<file path="src/rtl/assert_macros.svh">
// ----------------------------------------------------------------------------
// Assertion macros
// Shared concurrent assertion forms, clocked on clk and disabled in reset.
// ----------------------------------------------------------------------------
`ifndef ASSERT_MACROS_SVH
`define ASSERT_MACROS_SVH

// The condition holds at every clock edge outside reset.
`define ASSERT_ALWAYS(label, cond, msg) \
  label: assert property (@(posedge clk) disable iff (rst) (cond)) else $error(msg);

// When the trigger holds, the consequence holds at the next clock edge.
`define ASSERT_NEXT(label, trig, cons, msg) \
  label: assert property (@(posedge clk) disable iff (rst) (trig) |=> (cons)) else $error(msg);

`endif

</file>
<file path="src/rtl/hpsp_pkg.sv">
// ----------------------------------------------------------------------------
// hpsp_pkg
// Types, codes and helper functions of the handshake packet stream parser.
// ----------------------------------------------------------------------------
`timescale 1ns / 1ps

package hpsp_pkg;

  typedef enum logic [4:0] {
    PH_MAGIC0      = 5'd0,
    PH_MAGIC1      = 5'd1,
    PH_MAGIC2      = 5'd2,
    PH_MAGIC3      = 5'd3,
    PH_VERSION     = 5'd4,
    PH_KIND        = 5'd5,
    PH_PAD         = 5'd6,
    PH_PROTOCOL    = 5'd7,
    PH_ENG_MAJOR   = 5'd8,
    PH_ENG_MINOR   = 5'd9,
    PH_ENG_PATCH   = 5'd10,
    PH_SUPPORTED   = 5'd11,
    PH_REQUIRED    = 5'd12,
    PH_NONCE       = 5'd13,
    PH_BUILD_LEN   = 5'd14,
    PH_BUILD_DATA  = 5'd15,
    PH_REASON_LEN  = 5'd16,
    PH_REASON_DATA = 5'd17,
    PH_DONE        = 5'd18,
    PH_DISCARD     = 5'd19
  } phase_t;

  typedef enum logic [2:0] {
    REG_WIRE_VERSION  = 3'd0,
    REG_MAX_PACKET    = 3'd1,
    REG_MAX_BUILD_ID  = 3'd2,
    REG_MAX_REASON    = 3'd3,
    REG_CODE_HELLO    = 3'd4,
    REG_CODE_ACCEPT   = 3'd5,
    REG_CODE_REJECT   = 3'd6
  } reg_idx_t;

  localparam logic [3:0] ST_OK           = 4'd0;
  localparam logic [3:0] ST_TOO_LONG     = 4'd1;
  localparam logic [3:0] ST_MAGIC        = 4'd2;
  localparam logic [3:0] ST_VERSION      = 4'd3;
  localparam logic [3:0] ST_KIND         = 4'd4;
  localparam logic [3:0] ST_STRING_LIMIT = 4'd5;
  localparam logic [3:0] ST_TRUNCATED    = 4'd6;
  localparam logic [3:0] ST_TRAILING     = 4'd7;
  localparam logic [3:0] ST_ZERO_NONCE   = 4'd8;
  localparam logic [3:0] ST_EMPTY_BUILD  = 4'd9;
  localparam logic [3:0] ST_STRAY_REASON = 4'd10;

  localparam logic [3:0] TAG_KIND    = 4'd0;
  localparam logic [3:0] TAG_BUILD   = 4'd8;
  localparam logic [3:0] TAG_REASON  = 4'd9;
  localparam logic [3:0] TAG_VERDICT = 4'd10;

  localparam logic [15:0] RST_WIRE_VERSION = 16'd1;
  localparam logic [15:0] RST_MAX_PACKET   = 16'd1024;
  localparam logic [15:0] RST_MAX_BUILD_ID = 16'd64;
  localparam logic [15:0] RST_MAX_REASON   = 16'd256;
  localparam logic [7:0]  RST_CODE_HELLO   = 8'd0;
  localparam logic [7:0]  RST_CODE_ACCEPT  = 8'd1;
  localparam logic [7:0]  RST_CODE_REJECT  = 8'd2;

  localparam logic [16:0] COUNT_MAX = 17'h1FFFF;

  localparam int FIFO_DEPTH = 4;
  localparam int FIFO_AW    = $clog2(FIFO_DEPTH);

  typedef struct packed {
    logic [3:0]  tag;
    logic [63:0] value;
    logic [3:0]  status;
    logic        done;
  } result_t;

  function automatic logic [7:0] sync_byte(input logic [1:0] idx);
    logic [7:0] b;
    unique case (idx)
      2'd0: b = 8'h4E;
      2'd1: b = 8'h43;
      2'd2: b = 8'h48;
      2'd3: b = 8'h53;
      default: b = 8'h00;
    endcase
    return b;
  endfunction

  function automatic logic [3:0] bytes_of_phase(input phase_t ph);
    logic [3:0] n;
    if (ph == PH_VERSION || ph == PH_BUILD_LEN || ph == PH_REASON_LEN) begin
      n = 4'd2;
    end else if (ph >= PH_PROTOCOL && ph <= PH_ENG_PATCH) begin
      n = 4'd2;
    end else if (ph >= PH_SUPPORTED && ph <= PH_NONCE) begin
      n = 4'd8;
    end else begin
      n = 4'd1;
    end
    return n;
  endfunction

endpackage

</file>
<file path="src/rtl/handshake_packet_stream_parser_top.sv">
// ----------------------------------------------------------------------------
// handshake_packet_stream_parser_top
// Byte-serial parser for handshake packets with field and verdict requests.
// ----------------------------------------------------------------------------
//
//   Channel   Handshake             Payload
//   input     in_valid / in_stall   data_byte, end_of_packet
//   output    out_valid / out_stall field_tag, field_value, status, packet_done
//   config    APB write, pready=1   seven registers at byte address 4*i
//
// One byte is accepted per cycle while in_stall is low; the parse step and
// the byte counter settle between the state registers and a four-entry
// result queue. A byte yields up to two requests, so input stalls when fewer
// than two queue slots are free; the queue drains one request per cycle while
// out_stall is low. An accepted byte's requests are registered in the queue.
// Synchronous reset returns the parser to the first magic byte and empties
// the queue; configuration registers return to their reset values.
//
`timescale 1ns / 1ps
`include "assert_macros.svh"

module handshake_packet_stream_parser_top (
  input  logic        clk,
  input  logic        rst,
  input  logic        in_valid,
  output logic        in_stall,
  input  logic [7:0]  data_byte,
  input  logic        end_of_packet,
  output logic        out_valid,
  input  logic        out_stall,
  output logic [3:0]  field_tag,
  output logic [63:0] field_value,
  output logic [3:0]  status,
  output logic        packet_done,
  input  logic        psel,
  input  logic        penable,
  input  logic        pwrite,
  input  logic [4:0]  paddr,
  input  logic [31:0] pwdata,
  output logic [31:0] prdata,
  output logic        pready
);

  import hpsp_pkg::*;

  logic [15:0] cfg_wire_ver;
  logic [15:0] cfg_pkt_limit;
  logic [15:0] cfg_build_limit;
  logic [15:0] cfg_reason_limit;
  logic [7:0]  code_client_hello;
  logic [7:0]  code_server_accept;
  logic [7:0]  code_server_reject;

  phase_t      phase, phase_next;
  logic [2:0]  byte_in_field, byte_in_field_next;
  logic [63:0] field_acc, field_acc_next;
  logic [15:0] string_remaining, string_remaining_next;
  logic [16:0] byte_count, byte_count_next;
  logic [3:0]  first_error, first_error_next;
  logic        kind_is_reject, kind_is_reject_next;
  logic        nonce_is_zero, nonce_is_zero_next;
  logic        build_id_empty, build_id_empty_next;
  logic        reason_present, reason_present_next;

  result_t               fifo_mem [FIFO_DEPTH];
  logic [FIFO_AW-1:0]    wr_ptr, rd_ptr;
  logic [FIFO_AW:0]      fifo_count, fifo_count_next;

  logic        cfg_write;
  logic        in_accept, out_accept;
  logic        over;
  logic        is_field_phase, is_string_phase, field_complete, kind_ok;
  logic [63:0] acc_shift;
  logic        has_field, push_field, push_verdict;
  logic [3:0]  res_tag;
  logic [63:0] res_value;
  logic [3:0]  verdict;
  result_t     field_res, verdict_res, push0, push1;
  logic [1:0]  push_count;

  // Configuration port.
  assign pready    = 1'b1;
  assign cfg_write = psel && penable && pwrite && pready;

  always_ff @(posedge clk) begin
    if (rst) begin
      cfg_wire_ver       <= RST_WIRE_VERSION;
      cfg_pkt_limit      <= RST_MAX_PACKET;
      cfg_build_limit    <= RST_MAX_BUILD_ID;
      cfg_reason_limit   <= RST_MAX_REASON;
      code_client_hello  <= RST_CODE_HELLO;
      code_server_accept <= RST_CODE_ACCEPT;
      code_server_reject <= RST_CODE_REJECT;
    end else if (cfg_write) begin
      unique case (paddr[4:2])
        REG_WIRE_VERSION: cfg_wire_ver       <= pwdata[15:0];
        REG_MAX_PACKET:   cfg_pkt_limit      <= pwdata[15:0];
        REG_MAX_BUILD_ID: cfg_build_limit    <= pwdata[15:0];
        REG_MAX_REASON:   cfg_reason_limit   <= pwdata[15:0];
        REG_CODE_HELLO:   code_client_hello  <= pwdata[7:0];
        REG_CODE_ACCEPT:  code_server_accept <= pwdata[7:0];
        REG_CODE_REJECT:  code_server_reject <= pwdata[7:0];
        default: begin
        end
      endcase
    end
  end

  always_comb begin
    unique case (paddr[4:2])
      REG_WIRE_VERSION: prdata = {16'd0, cfg_wire_ver};
      REG_MAX_PACKET:   prdata = {16'd0, cfg_pkt_limit};
      REG_MAX_BUILD_ID: prdata = {16'd0, cfg_build_limit};
      REG_MAX_REASON:   prdata = {16'd0, cfg_reason_limit};
      REG_CODE_HELLO:   prdata = {24'd0, code_client_hello};
      REG_CODE_ACCEPT:  prdata = {24'd0, code_server_accept};
      REG_CODE_REJECT:  prdata = {24'd0, code_server_reject};
      default:          prdata = 32'd0;
    endcase
  end

  // Handshakes. Two free slots are kept so a byte can always push both requests.
  assign in_stall   = fifo_count > (FIFO_AW + 1)'(FIFO_DEPTH - 2);
  assign out_valid  = fifo_count != '0;
  assign in_accept  = in_valid && !in_stall;
  assign out_accept = out_valid && !out_stall;

  // Shared decode of the current byte.
  assign byte_count_next = (byte_count == COUNT_MAX) ? byte_count : byte_count + 17'd1;
  assign over            = byte_count_next > {1'b0, cfg_pkt_limit};
  assign is_string_phase = (phase == PH_BUILD_DATA) || (phase == PH_REASON_DATA);
  assign is_field_phase  = (phase >= PH_VERSION) && (phase < PH_DONE) && !is_string_phase;
  assign acc_shift       = field_acc | ({56'd0, data_byte} << {byte_in_field, 3'b000});
  assign field_complete  = ({1'b0, byte_in_field} + 4'd1) >= bytes_of_phase(phase);
  assign kind_ok         = (acc_shift == {56'd0, code_client_hello}) ||
                           (acc_shift == {56'd0, code_server_accept}) ||
                           (acc_shift == {56'd0, code_server_reject});

  // Next parse state.
  always_comb begin
    phase_next            = phase;
    byte_in_field_next    = byte_in_field;
    field_acc_next        = field_acc;
    string_remaining_next = string_remaining;
    first_error_next      = first_error;
    kind_is_reject_next   = kind_is_reject;
    nonce_is_zero_next    = nonce_is_zero;
    build_id_empty_next   = build_id_empty;
    reason_present_next   = reason_present;
    if (phase < PH_VERSION) begin
      if (data_byte != sync_byte(phase[1:0]) && first_error == ST_OK) begin
        first_error_next = ST_MAGIC;
      end
      if (phase == PH_MAGIC3 && (first_error != ST_OK || data_byte != sync_byte(2'd3))) begin
        phase_next = PH_DISCARD;
      end else begin
        phase_next = phase_t'(5'(phase + 5'd1));
      end
    end else if (is_field_phase) begin
      field_acc_next     = acc_shift;
      byte_in_field_next = byte_in_field + 3'd1;
      if (field_complete) begin
        byte_in_field_next = 3'd0;
        field_acc_next     = 64'd0;
        priority if (phase == PH_VERSION) begin
          if (acc_shift != {48'd0, cfg_wire_ver}) begin
            first_error_next = ST_VERSION;
            phase_next       = PH_DISCARD;
          end else begin
            phase_next = PH_KIND;
          end
        end else if (phase == PH_KIND) begin
          if (!kind_ok) begin
            first_error_next = ST_KIND;
            phase_next       = PH_DISCARD;
          end else begin
            kind_is_reject_next = acc_shift == {56'd0, code_server_reject};
            phase_next          = PH_PAD;
          end
        end else if (phase == PH_PAD) begin
          phase_next = PH_PROTOCOL;
        end else if (phase < PH_BUILD_LEN) begin
          if (phase == PH_NONCE) begin
            nonce_is_zero_next = acc_shift == 64'd0;
          end
          phase_next = phase_t'(5'(phase + 5'd1));
        end else if (phase == PH_BUILD_LEN) begin
          if (acc_shift > {48'd0, cfg_build_limit}) begin
            first_error_next = ST_STRING_LIMIT;
            phase_next       = PH_DISCARD;
          end else begin
            build_id_empty_next   = acc_shift == 64'd0;
            string_remaining_next = acc_shift[15:0];
            phase_next            = (acc_shift != 64'd0) ? PH_BUILD_DATA : PH_REASON_LEN;
          end
        end else begin
          if (acc_shift > {48'd0, cfg_reason_limit}) begin
            first_error_next = ST_STRING_LIMIT;
            phase_next       = PH_DISCARD;
          end else begin
            reason_present_next   = acc_shift != 64'd0;
            string_remaining_next = acc_shift[15:0];
            phase_next            = (acc_shift != 64'd0) ? PH_REASON_DATA : PH_DONE;
          end
        end
      end
    end else if (is_string_phase) begin
      if (string_remaining != 16'd0) begin
        string_remaining_next = string_remaining - 16'd1;
      end
      if (string_remaining <= 16'd1) begin
        phase_next = (phase == PH_BUILD_DATA) ? PH_REASON_LEN : PH_DONE;
      end
    end else if (phase == PH_DONE) begin
      first_error_next = ST_TRAILING;
      phase_next       = PH_DISCARD;
    end
  end

  // Requests produced by the current byte.
  always_comb begin
    has_field = 1'b0;
    res_tag   = TAG_KIND;
    res_value = acc_shift;
    if (is_field_phase && field_complete) begin
      if (phase == PH_KIND) begin
        has_field = kind_ok;
        res_tag   = TAG_KIND;
      end else if (phase >= PH_PROTOCOL && phase <= PH_NONCE) begin
        has_field = 1'b1;
        res_tag   = 4'(5'(phase) - 5'd6);
      end
    end else if (is_string_phase) begin
      has_field = 1'b1;
      res_tag   = (phase == PH_BUILD_DATA) ? TAG_BUILD : TAG_REASON;
      res_value = {56'd0, data_byte};
    end
  end

  always_comb begin
    priority if (over) begin
      verdict = ST_TOO_LONG;
    end else if (phase_next < PH_VERSION) begin
      verdict = ST_TRUNCATED;
    end else if (first_error_next != ST_OK) begin
      verdict = first_error_next;
    end else if (phase_next != PH_DONE) begin
      verdict = ST_TRUNCATED;
    end else if (nonce_is_zero_next) begin
      verdict = ST_ZERO_NONCE;
    end else if (build_id_empty_next) begin
      verdict = ST_EMPTY_BUILD;
    end else if (!kind_is_reject_next && reason_present_next) begin
      verdict = ST_STRAY_REASON;
    end else begin
      verdict = ST_OK;
    end
  end

  assign push_field   = has_field && !over;
  assign push_verdict = end_of_packet;
  assign field_res    = '{tag: res_tag, value: res_value, status: ST_OK, done: 1'b0};
  assign verdict_res  = '{tag: TAG_VERDICT, value: 64'd0, status: verdict, done: 1'b1};
  assign push0        = push_field ? field_res : verdict_res;
  assign push1        = verdict_res;
  assign push_count   = {1'b0, push_field} + {1'b0, push_verdict};

  // Parser state registers.
  always_ff @(posedge clk) begin
    if (rst) begin
      phase            <= PH_MAGIC0;
      byte_in_field    <= 3'd0;
      field_acc        <= 64'd0;
      string_remaining <= 16'd0;
      byte_count       <= 17'd0;
      first_error      <= ST_OK;
      kind_is_reject   <= 1'b0;
      nonce_is_zero    <= 1'b1;
      build_id_empty   <= 1'b1;
      reason_present   <= 1'b0;
    end else if (in_accept) begin
      if (end_of_packet) begin
        phase            <= PH_MAGIC0;
        byte_in_field    <= 3'd0;
        field_acc        <= 64'd0;
        string_remaining <= 16'd0;
        byte_count       <= 17'd0;
        first_error      <= ST_OK;
        kind_is_reject   <= 1'b0;
        nonce_is_zero    <= 1'b1;
        build_id_empty   <= 1'b1;
        reason_present   <= 1'b0;
      end else begin
        phase            <= phase_next;
        byte_in_field    <= byte_in_field_next;
        field_acc        <= field_acc_next;
        string_remaining <= string_remaining_next;
        byte_count       <= byte_count_next;
        first_error      <= first_error_next;
        kind_is_reject   <= kind_is_reject_next;
        nonce_is_zero    <= nonce_is_zero_next;
        build_id_empty   <= build_id_empty_next;
        reason_present   <= reason_present_next;
      end
    end
  end

  // Result queue.
  always_comb begin
    fifo_count_next = fifo_count;
    if (in_accept) begin
      fifo_count_next = fifo_count_next + {{(FIFO_AW - 1){1'b0}}, push_count};
    end
    if (out_accept) begin
      fifo_count_next = fifo_count_next - (FIFO_AW + 1)'(1);
    end
  end

  always_ff @(posedge clk) begin
    if (rst) begin
      wr_ptr     <= '0;
      rd_ptr     <= '0;
      fifo_count <= '0;
    end else begin
      fifo_count <= fifo_count_next;
      if (in_accept) begin
        wr_ptr <= wr_ptr + FIFO_AW'(push_count);
      end
      if (out_accept) begin
        rd_ptr <= rd_ptr + FIFO_AW'(1);
      end
    end
  end

  always_ff @(posedge clk) begin
    if (in_accept) begin
      if (push_field || push_verdict) begin
        fifo_mem[wr_ptr] <= push0;
      end
      if (push_field && push_verdict) begin
        fifo_mem[wr_ptr + FIFO_AW'(1)] <= push1;
      end
    end
  end

  assign field_tag   = fifo_mem[rd_ptr].tag;
  assign field_value = fifo_mem[rd_ptr].value;
  assign status      = fifo_mem[rd_ptr].status;
  assign packet_done = fifo_mem[rd_ptr].done;

  // Assertions.
  `ASSERT_ALWAYS(a_fifo_bound, fifo_count <= (FIFO_AW + 1)'(FIFO_DEPTH), "result queue overflow")
  `ASSERT_NEXT(a_eop_clears, in_accept && end_of_packet, phase == PH_MAGIC0 && byte_count == 17'd0 && first_error == ST_OK, "packet state not cleared after last byte")
  `ASSERT_ALWAYS(a_error_discard, first_error == ST_OK || phase == PH_DISCARD || phase < PH_VERSION, "error recorded while still parsing fields")
  `ASSERT_ALWAYS(a_string_len, !(phase == PH_BUILD_DATA || phase == PH_REASON_DATA) || string_remaining != 16'd0, "string phase with no bytes left")

endmodule
</file>
<file path="config.mk">
export PLATFORM = sky130hd
export DESIGN_NAME = handshake_packet_stream_parser_top
export DESIGN_NICKNAME = d
export VERILOG_FILES = /design/src/rtl/hpsp_pkg.sv /design/src/rtl/handshake_packet_stream_parser_top.sv
export VERILOG_INCLUDE_DIRS = /design/src /design/src/rtl
export SDC_FILE = /design/constraint.sdc
export NUM_CORES = 1
export LEC_CHECK = 0
export BUFFER_PORTS_ARGS = -buffer_cell sky130_fd_sc_hd__buf_2
export CORE_MARGIN = 2
export CORE_UTILIZATION = 40
export CTS_BUF_LIST = sky130_fd_sc_hd__clkbuf_4 sky130_fd_sc_hd__clkbuf_8
export DETAILED_ROUTE_END_ITERATION = 16
export GPL_TIMING_DRIVEN = 0
export PLACE_DENSITY = 0.58
export SLEW_MARGIN = 10
export SYNTH_ARGS = -nofsm -noshare
export SYNTH_HDL_FRONTEND = slang
export SYNTH_SLANG_ARGS = --single-unit
</file>
<file path="constraint.sdc">
create_clock -name clk -period 7.2 [get_ports clk]
set_input_delay 1.08 -clock clk [delete_from_list [all_inputs] [get_ports clk]]
set_output_delay 1.08 -clock clk [all_outputs]
set_load 0.02 [all_outputs]
</file>
==> metrics.md, run 1 <==
| Metric | Value |
|---|---|
| Worst Setup End Kind | register |
| Die X | 250 um |
| Reg2Reg Setup Slack | 0.52 ns |
| Vias | 21826 |
| Non-Filler Instances | 3825 |
| DR iter-0 viols | 1575 |
| Worst hold stages | 2 |
| Worst-margin pin slew | 1.32 ns |
| Top post-synthesis cells by area | dfxtp_1, mux4_2, nand2_1 |
| Fillers | 5829 |
| IO Port Bufs | 122 |
| Final Net Count | 3092 |
| Largest net degree at the start of global routing | 14 |
| Vias/cell | 5.71 |
| HP Class | register to register |
| Final hold violations | 0 |
| CP Data Required Time | 7.81 ns |
| First-pass GRT wire length | 130 mm |
| Drt total wl | 85.8 mm |
| CTS tree | built |
| EDFF count, synth | 16 |
| Share of cells above drive strength 1 | 16.0% |
| Setup violators final | 0 |
| Clock slew at the register clock pins of the worst setup and hold paths | 0.06 ns |
| Initial antenna violation count | 3 |
| Yosys top cell by area | dfxtp_1 |
| Number of global-route vias before repair | 21314 |
| Post-synthesis cell area | 0.0242 mm^2 |
| Fin Setup TNS | 0 ns |
| Core area | 0.0601 mm^2 |
| Multi-input combinational cell area | 0.0128 mm^2 |
| Fmax | 150 MHz |
| H-tree depth | 3 |
| FF-to-FF path depth | 27 |
| CP Max Fanout | 10 |
| Status | finished, final reports clean |
| Syn avg cell area | 8.84 um^2 |
| #FFs+latches synth | 502 |
| CP startpoint kind | register |
| Clock tree buffer depth | 3 |
| Met3 usage | 4.06% |
| Utilization after layout | 46.4% |
| CTS Root Cell | clkbuf_8 |
| DRT Pass-1 Iters | 5 |
| WL per Instance | 22.4 um |
| I/O pins | 161 |
| GR Overflow Total | 0 |
| P_leak | 10.4 nW |
| Crit share post-route | 92.8% |
| Total power | 6.83 mW |
| Initial Utilization | 40.3% |
| Unrepaired setup endpoints after global routing | false |
| Final Max Tran Viols | 0 |
| Sequential cell area | 0.0102 mm^2 |
| Post-Synthesis Cells | 2741 |
| Busiest grt layer | met2 |
| GR Util All Layers | 26.9% |
| Number of library cell types mapped by synthesis | 98 |
| Met2 GRT Util | 45.4% |
| ANT nets after route | 0 |
| Ys Warns | 0 |
| Placed Cells | 3660 |
| Worst EP arrival | 7.29 ns |
| Most frequent cell after synthesis | dfxtp_1 |
| Cell Rows | 90 |
| Pwr/cell area | 245 mW/mm^2 |
| Hpwl dp | 63.4 mm |
| GRT met1 Usage | 34.0% |
| Area delta synth->final | 15.1% |
| # clock sinks | 502 |
| Crit path time final | 6.68 ns |
| Die extent in y | 250 um |
| Final GP Congestion | 0.951 |
| Yosys top cell area share | 40.1% |
| Number of buffers created by CTS | 88 |
| Slew Limit Headroom | 12.0% |
| DRC | 0 |
| Critical path class | register to register |
| Synth cell count leaders | dfxtp_1, nand2_1, o21ai_0, nor2_1, a21oi_1 |
| Ys async rst share | 0% |
| Full die area | 0.0626 mm^2 |
| Worst vdd ir | 0.000113 V |
| Ys flop type | dfxtp_1 |
| Worst skew pair latency | 0.72 ns |
| Worst Skew | 0.0602 ns |
| Maxcap violations | 0 |
| Register area share after synthesis | 42.1% |
-- stage by stage --
step	hold WS [ns]	cell area (um^2)	setup WS (ns)
finish	0.441	27900	0.520
global route	0.468	27900	0.0182
CTS	0.442	27900	0.193
detailed placement	0.433	25900	-0.204
global placement	0.428	25900	-0.151
floorplan	0.418	24300	1.77
-- power by group --
group / leakage (nW) / internal, mW / switching (mW)
Clock: 1.05 / 1.67 / 1.25
Combinational: 5.29 / 0.338 / 0.680
Sequential: 4.08 / 2.85 / 0.0446
-- metal layers --
layer / share of wire (%) / up-vias
li1: - / 10163
met1: 42 / 10679
met2: 48 / 803
met3: 6.1 / 181
met4: 4.0 / 0
met5: 0 / -
-- cell families (layout without fill, tap and decap cells) --
group	after synthesis	count (layout)	share of synthesized area, %
AND/OR/NAND/NOR	953	953	18.1
AO/OA/AOI/OAI	722	722	18.4
flip-flops	502	502	42.1
buffers and inverters	295	580	5.20
multiplexers	136	136	10.2
adder cells (fa/ha/maj)	70	70	3.65
XOR/XNOR	61	61	2.20
other	2	19	0.0310
-- worst paths after layout --
kind | start | endpoint
max | byte_count[6]$_SDFFE_PP0P_ | fifo_mem[2][19]$_SDFFE_PP0P_
min | fifo_mem[0][0]$_SDFFE_PP1P_ | fifo_mem[0][0]$_SDFFE_PP1P_
max reg2reg | byte_count[6]$_SDFFE_PP0P_ | fifo_mem[2][19]$_SDFFE_PP0P_
min reg2reg | fifo_mem[0][0]$_SDFFE_PP1P_ | fifo_mem[0][0]$_SDFFE_PP1P_
-- worst max-delay path, cell delays in order (launching register included) --
cell and delay [ns]:
dfxtp_1 0.37, and3_1 0.19, and3_1 0.22, and4_1 0.23, and4_1 0.22, nand2_1 0.10, and4_1 0.28, and2_0 0.37
nand2_1 0.13, xnor2_1 0.17, ha_1 0.19, a21o_1 0.17, a21oi_1 0.13, nor2b_1 0.05, o21ai_0 0.17, nand2b_1 0.09
a2111oi_1 0.52, a221oi_2 0.21, a211o_1 0.31, buf_4 0.19, buf_6 0.17, ha_1 0.25, nor2_1 0.18, nand3_1 0.20
or3_1 0.36, clkbuf_1 0.37, clkbuf_1 0.46, o21ai_0 0.26
-- cell usage in the layout, fill, tap and decap left out, types with 9 or more instances in the layout --
| cell | n |
|---|---|
| nand3_1 | 30 |
| o21ai_0 | 260 |
| a31oi_1 | 37 |
| a21oi_1 | 207 |
| o21ai_1 | 17 |
| buf_1 | 15 |
| a21oi_2 | 10 |
| nand4_1 | 29 |
| mux2i_1 | 36 |
| a21o_1 | 10 |
| dfxtp_1 | 486 |
| clkbuf_8 | 112 |
| nor2_1 | 256 |
| clkbuf_1 | 146 |
| buf_2 | 129 |
| nand2_1 | 427 |
| nor4_1 | 15 |
| or4b_1 | 9 |
| conb_1 | 17 |
| clkbuf_4 | 36 |
| mux4_2 | 88 |
| or3_1 | 14 |
| o21a_1 | 9 |
| and3_1 | 20 |
| xnor2_1 | 48 |
| nand2b_1 | 16 |
| ha_1 | 69 |
| a22o_1 | 45 |
| edfxtp_1 | 16 |
| nor2b_1 | 34 |
| o22ai_1 | 9 |
| xor2_1 | 13 |
| mux2_2 | 12 |
| buf_4 | 21 |
| inv_1 | 89 |
| a22oi_1 | 36 |
| nor3_1 | 39 |
-- repair_timing --
action | in CTS | in global routing
resized for setup | 2 | 17
endpoints found under the setup margin | 36 | 185
endpoints found under the hold margin | 0 | 0
hold buffers | 0 | 0
pin swaps | 0 | 1
setup buffers | 0 | 1
-- cell type report --
cell class	instances	share of cell area (%)
multi-input cells	1959	46.0
clock buffers	148	6.49
diodes	2	0.0179
well taps	782	3.51
flip-flops and latches	502	36.6
inverters	92	1.24
clock inverters	14	0.601
plain buffers	203	3.31
repair buffers	123	2.22
-- sequential cells by signal, indices dropped and copies added, names as in the netlist, 5 cells and up, named ones only --
signal / count
string_remaining: 16
cfg_reason_limit: 16
cfg_wire_ver: 16
byte_count: 17
cfg_build_limit: 16
cfg_pkt_limit: 16
phase: 5
code_server_reject: 8
code_server_accept: 8
field_acc: 64
code_client_hello: 8
fifo_mem: 292
No activity file was read; power rests on OpenSTA's default activity.
==> inputs of run 2 (changes only) <==
- ABC_AREA: unset -> 1
- RECOVER_POWER: unset -> 100
==> run 2 against run 1 <==
  * Routed wire length rose by 2.8%
  * Hold slack improved by 0.011 ns
  * Via count increased by 12%
  * Critical endpoint is now fifo_mem[2][32]$_SDFFE_PP0P_
  * Sequential share of layout area down 0.38 points
  * Register-to-register slack better by 0.05 ns
  * Combinational power rose by 85%
==> metrics.md, run 2 <==
| Metric | Value |
|---|---|
| Post-Synthesis Cells | 3485 |
| Synth cell count leaders | nand2_1, dfxtp_1, a21oi_1, inv_1, o21ai_0 |
| EDFF count, synth | 16 |
| Final GP Congestion | 0.960 |
| HP Class | register to register |
| Top sig layer | met4 |
| Worst vdd ir | 0.000185 V |
| Status | finished, final reports clean |
| Critical Path Max Stage Delay | 0.37 ns |
| Final hold violations | 0 |
| Crit path time final | 6.63 ns |
| Hpwl dp | 65.2 mm |
| Most frequent CP cell | nand2_1 |
| CP startpoint kind | register |
| WL per Instance | 19.3 um |
| IO Port Bufs | 123 |
| Ys Warns | 0 |
| Worst skew pair latency | 0.72 ns |
| Post-synthesis cell area | 0.0246 mm^2 |
| I/O pins | 161 |
| Hold_buf cts | 0 |
| Share of cells above drive strength 1 | 7.47% |
| Core area | 0.0606 mm^2 |
| Number of buffers created by CTS | 90 |
| Vias/cell | 5.37 |
| Sequential cell area | 0.0102 mm^2 |
| Placed instance area | 0.0263 mm^2 |
| Post-Route M1 WL | 39.4 mm |
| Commonest non-fill, non-tap cells in the layout | nand2_1, dfxtp_1, a21oi_1 |
| Fin area | 0.0282 mm^2 |
| GR Util All Layers | 27.3% |
| Commonest non-fill, non-tap cell in the layout | nand2_1 |
| Fillers | 6421 |
| # clock sinks | 502 |
| Cell Rows | 90 |
| P_leak | 11.1 nW |
| Non-Filler Instances | 4570 |
| Worst hold stages | 2 |
| Vias | 24540 |
| Top post-synthesis cells by area | dfxtp_1, nand2_1, a21oi_1 |
| Worst Setup End Kind | register |
| H-tree depth | 3 |
| Final Max Tran Viols | 0 |
| Initial antenna violation count | 1 |
| Regs by FF count | fifo_mem x292, field_acc x64, byte_count x17 |
| Drt total wl | 88.3 mm |
| Number of library cell types mapped by synthesis | 51 |
| Slew Limit Headroom | 26.0% |
| Die X | 252 um |
| Number of global-route vias before repair | 23052 |
| Worst EP arrival | 7.18 ns |
| CP Max Fanout | 10 |
| Postcts setup bufs | 0 |
| Crit share post-route | 92.1% |
| DR iter-0 viols | 2119 |
| Worst Skew | 0.0479 ns |
| Clock slew at the register clock pins of the worst setup and hold paths | 0.06 ns |
| Crit-path slowest cell | clkbuf_2 |
| Maxcap violations | 0 |
| Register area share after synthesis | 41.5% |
| ANT nets after route | 0 |
| DRC | 0 |
| Largest net degree at the start of global routing | 14 |
| Final Net Count | 3837 |
| Die extent in y | 252 um |
| DRT Pass-1 Iters | 6 |
| CP Data Required Time | 7.76 ns |
| Clock tree buffer depth | 3 |
| Multi-input combinational cell area | 0.0120 mm^2 |
| Most frequent cell after synthesis | nand2_1 |
| Ys flop type | dfxtp_1 |
| Initial Utilization | 40.6% |
| Critical path class | register to register |
| Met3 WL | 4.99 mm |
| Fmax | 151 MHz |
| Full die area | 0.0636 mm^2 |
| #FFs+latches synth | 502 |
| Syn avg cell area | 7.07 um^2 |
| Met2 wire len | 40.7 mm |
| Reg with most FFs | fifo_mem |
| Ys async rst share | 0% |
| FF-to-FF path depth | 32 |
| CTS Root Cell | clkbuf_8 |
| Largest register FFs | 292 |
| Area delta synth->final | 14.5% |
| Pwr/cell area | 282 mW/mm^2 |
| Worst-margin pin slew | 1.11 ns |
| GR Overflow Total | 0 |
| Yosys top cell area share | 39.5% |
| Unrepaired setup endpoints after global routing | false |
| Yosys top cell by area | dfxtp_1 |
| Setup violators final | 0 |
| Placed Cells | 4405 |
| First-pass GRT wire length | 135 mm |
| CTS tree | built |
-- run 2: changes by cell type after synthesis, moves of 35 or more --
cell and delta:
mux4_2 -88, a21oi_1 +257, mux2i_1 -35, xnor2_1 -37, nand2_1 +237, o21ai_1 +70, o22ai_1 +162, nand3_1 +54
a211oi_1 +37, inv_1 +312, a31oi_1 -36, a22o_1 -45, o21ai_0 +44
-- run 2: final timing paths --
check / endpoint / slack, ns / start
worst max-delay path: fifo_mem[2][32]$_SDFFE_PP0P_ / 0.57 / byte_count[0]$_SDFFE_PP0P_
worst min-delay path: fifo_mem[1][0]$_SDFFE_PP1P_ / 0.45 / fifo_mem[1][0]$_SDFFE_PP1P_
worst max register to register: fifo_mem[2][32]$_SDFFE_PP0P_ / 0.57 / byte_count[0]$_SDFFE_PP0P_
worst min register to register: fifo_mem[1][0]$_SDFFE_PP1P_ / 0.45 / fifo_mem[1][0]$_SDFFE_PP1P_
-- run 2: cell type report --
type,instances,area share [%]
Clock inverter,19,0.653
Multi-Input combinational cell,2367,42.6
Sequential cell,502,36.2
Timing Repair Buffer,123,1.78
Tap cell,782,3.47
Buffer,213,3.31
Antenna cell,1,0.00888
Inverter,417,5.55
Clock buffer,146,6.44
-- run 2: cells by family (layout without fill, tap and decap cells) --
kind of cell,after synthesis,in the layout,synth area share (%)
buf+inv,631,918,10.1
xor+xnor,36,36,1.28
compound gates,1141,1141,25.3
other cells,2,18,0.0305
flops,502,502,41.5
simple gates,1102,1102,18.2
mux,1,1,0.0406
fa+ha+maj,70,70,3.59
-- run 2: through the flow --
step / total power [mW] / TNS (ns) / hold WS, ns / util, % / setup WS [ns]
3_5_place_dp: 5.04 / -11.19 / 0.443 / 43.4 / -0.223
2_1_floorplan: 4.38 / 0 / 0.422 / - / 2.31
3_3_place_gp: 5.03 / -14.80 / 0.435 / 43.4 / -0.294
6_report: 7.94 / 0 / 0.453 / 46.5 / 0.572
5_1_grt: 8.31 / 0 / 0.473 / 46.5 / 0.0203
4_1_cts: 7.98 / 0 / 0.456 / 46.7 / 0.0645
-- run 2: worst max-delay path, delay by kind of cell (launching register included) --
family          cells  cell delay (ns)
compound gates      6             1.02
fa+ha+maj           3             0.72
flops               1             0.35
buf+inv             8             1.79
xor+xnor            1             0.25
simple gates       14             2.31
-- run 2: per-layer routing --
layer | track usage (%) | vias to the layer above
li1 | - | 12123
met1 | 36.4 | 11450
met2 | 44.9 | 785
met3 | 3.92 | 182
met4 | 10.1 | 0
met5 | 0 | -
-- run 2: report_power, final --
| part | leakage [nW] | switching (mW) | internal, mW |
|---|---|---|---|
| Clock | 1.07 | 1.28 | 1.68 |
| Sequential | 4.09 | 0.0823 | 3.01 |
| Combinational | 5.97 | 1.38 | 0.513 |
-- run 2: repair_timing --
item / CTS / global route
setup endpoints to repair: 86 / 140
gates resized for setup: 3 / 13
pin swaps: 0 / 0
gates cloned: 0 / 0
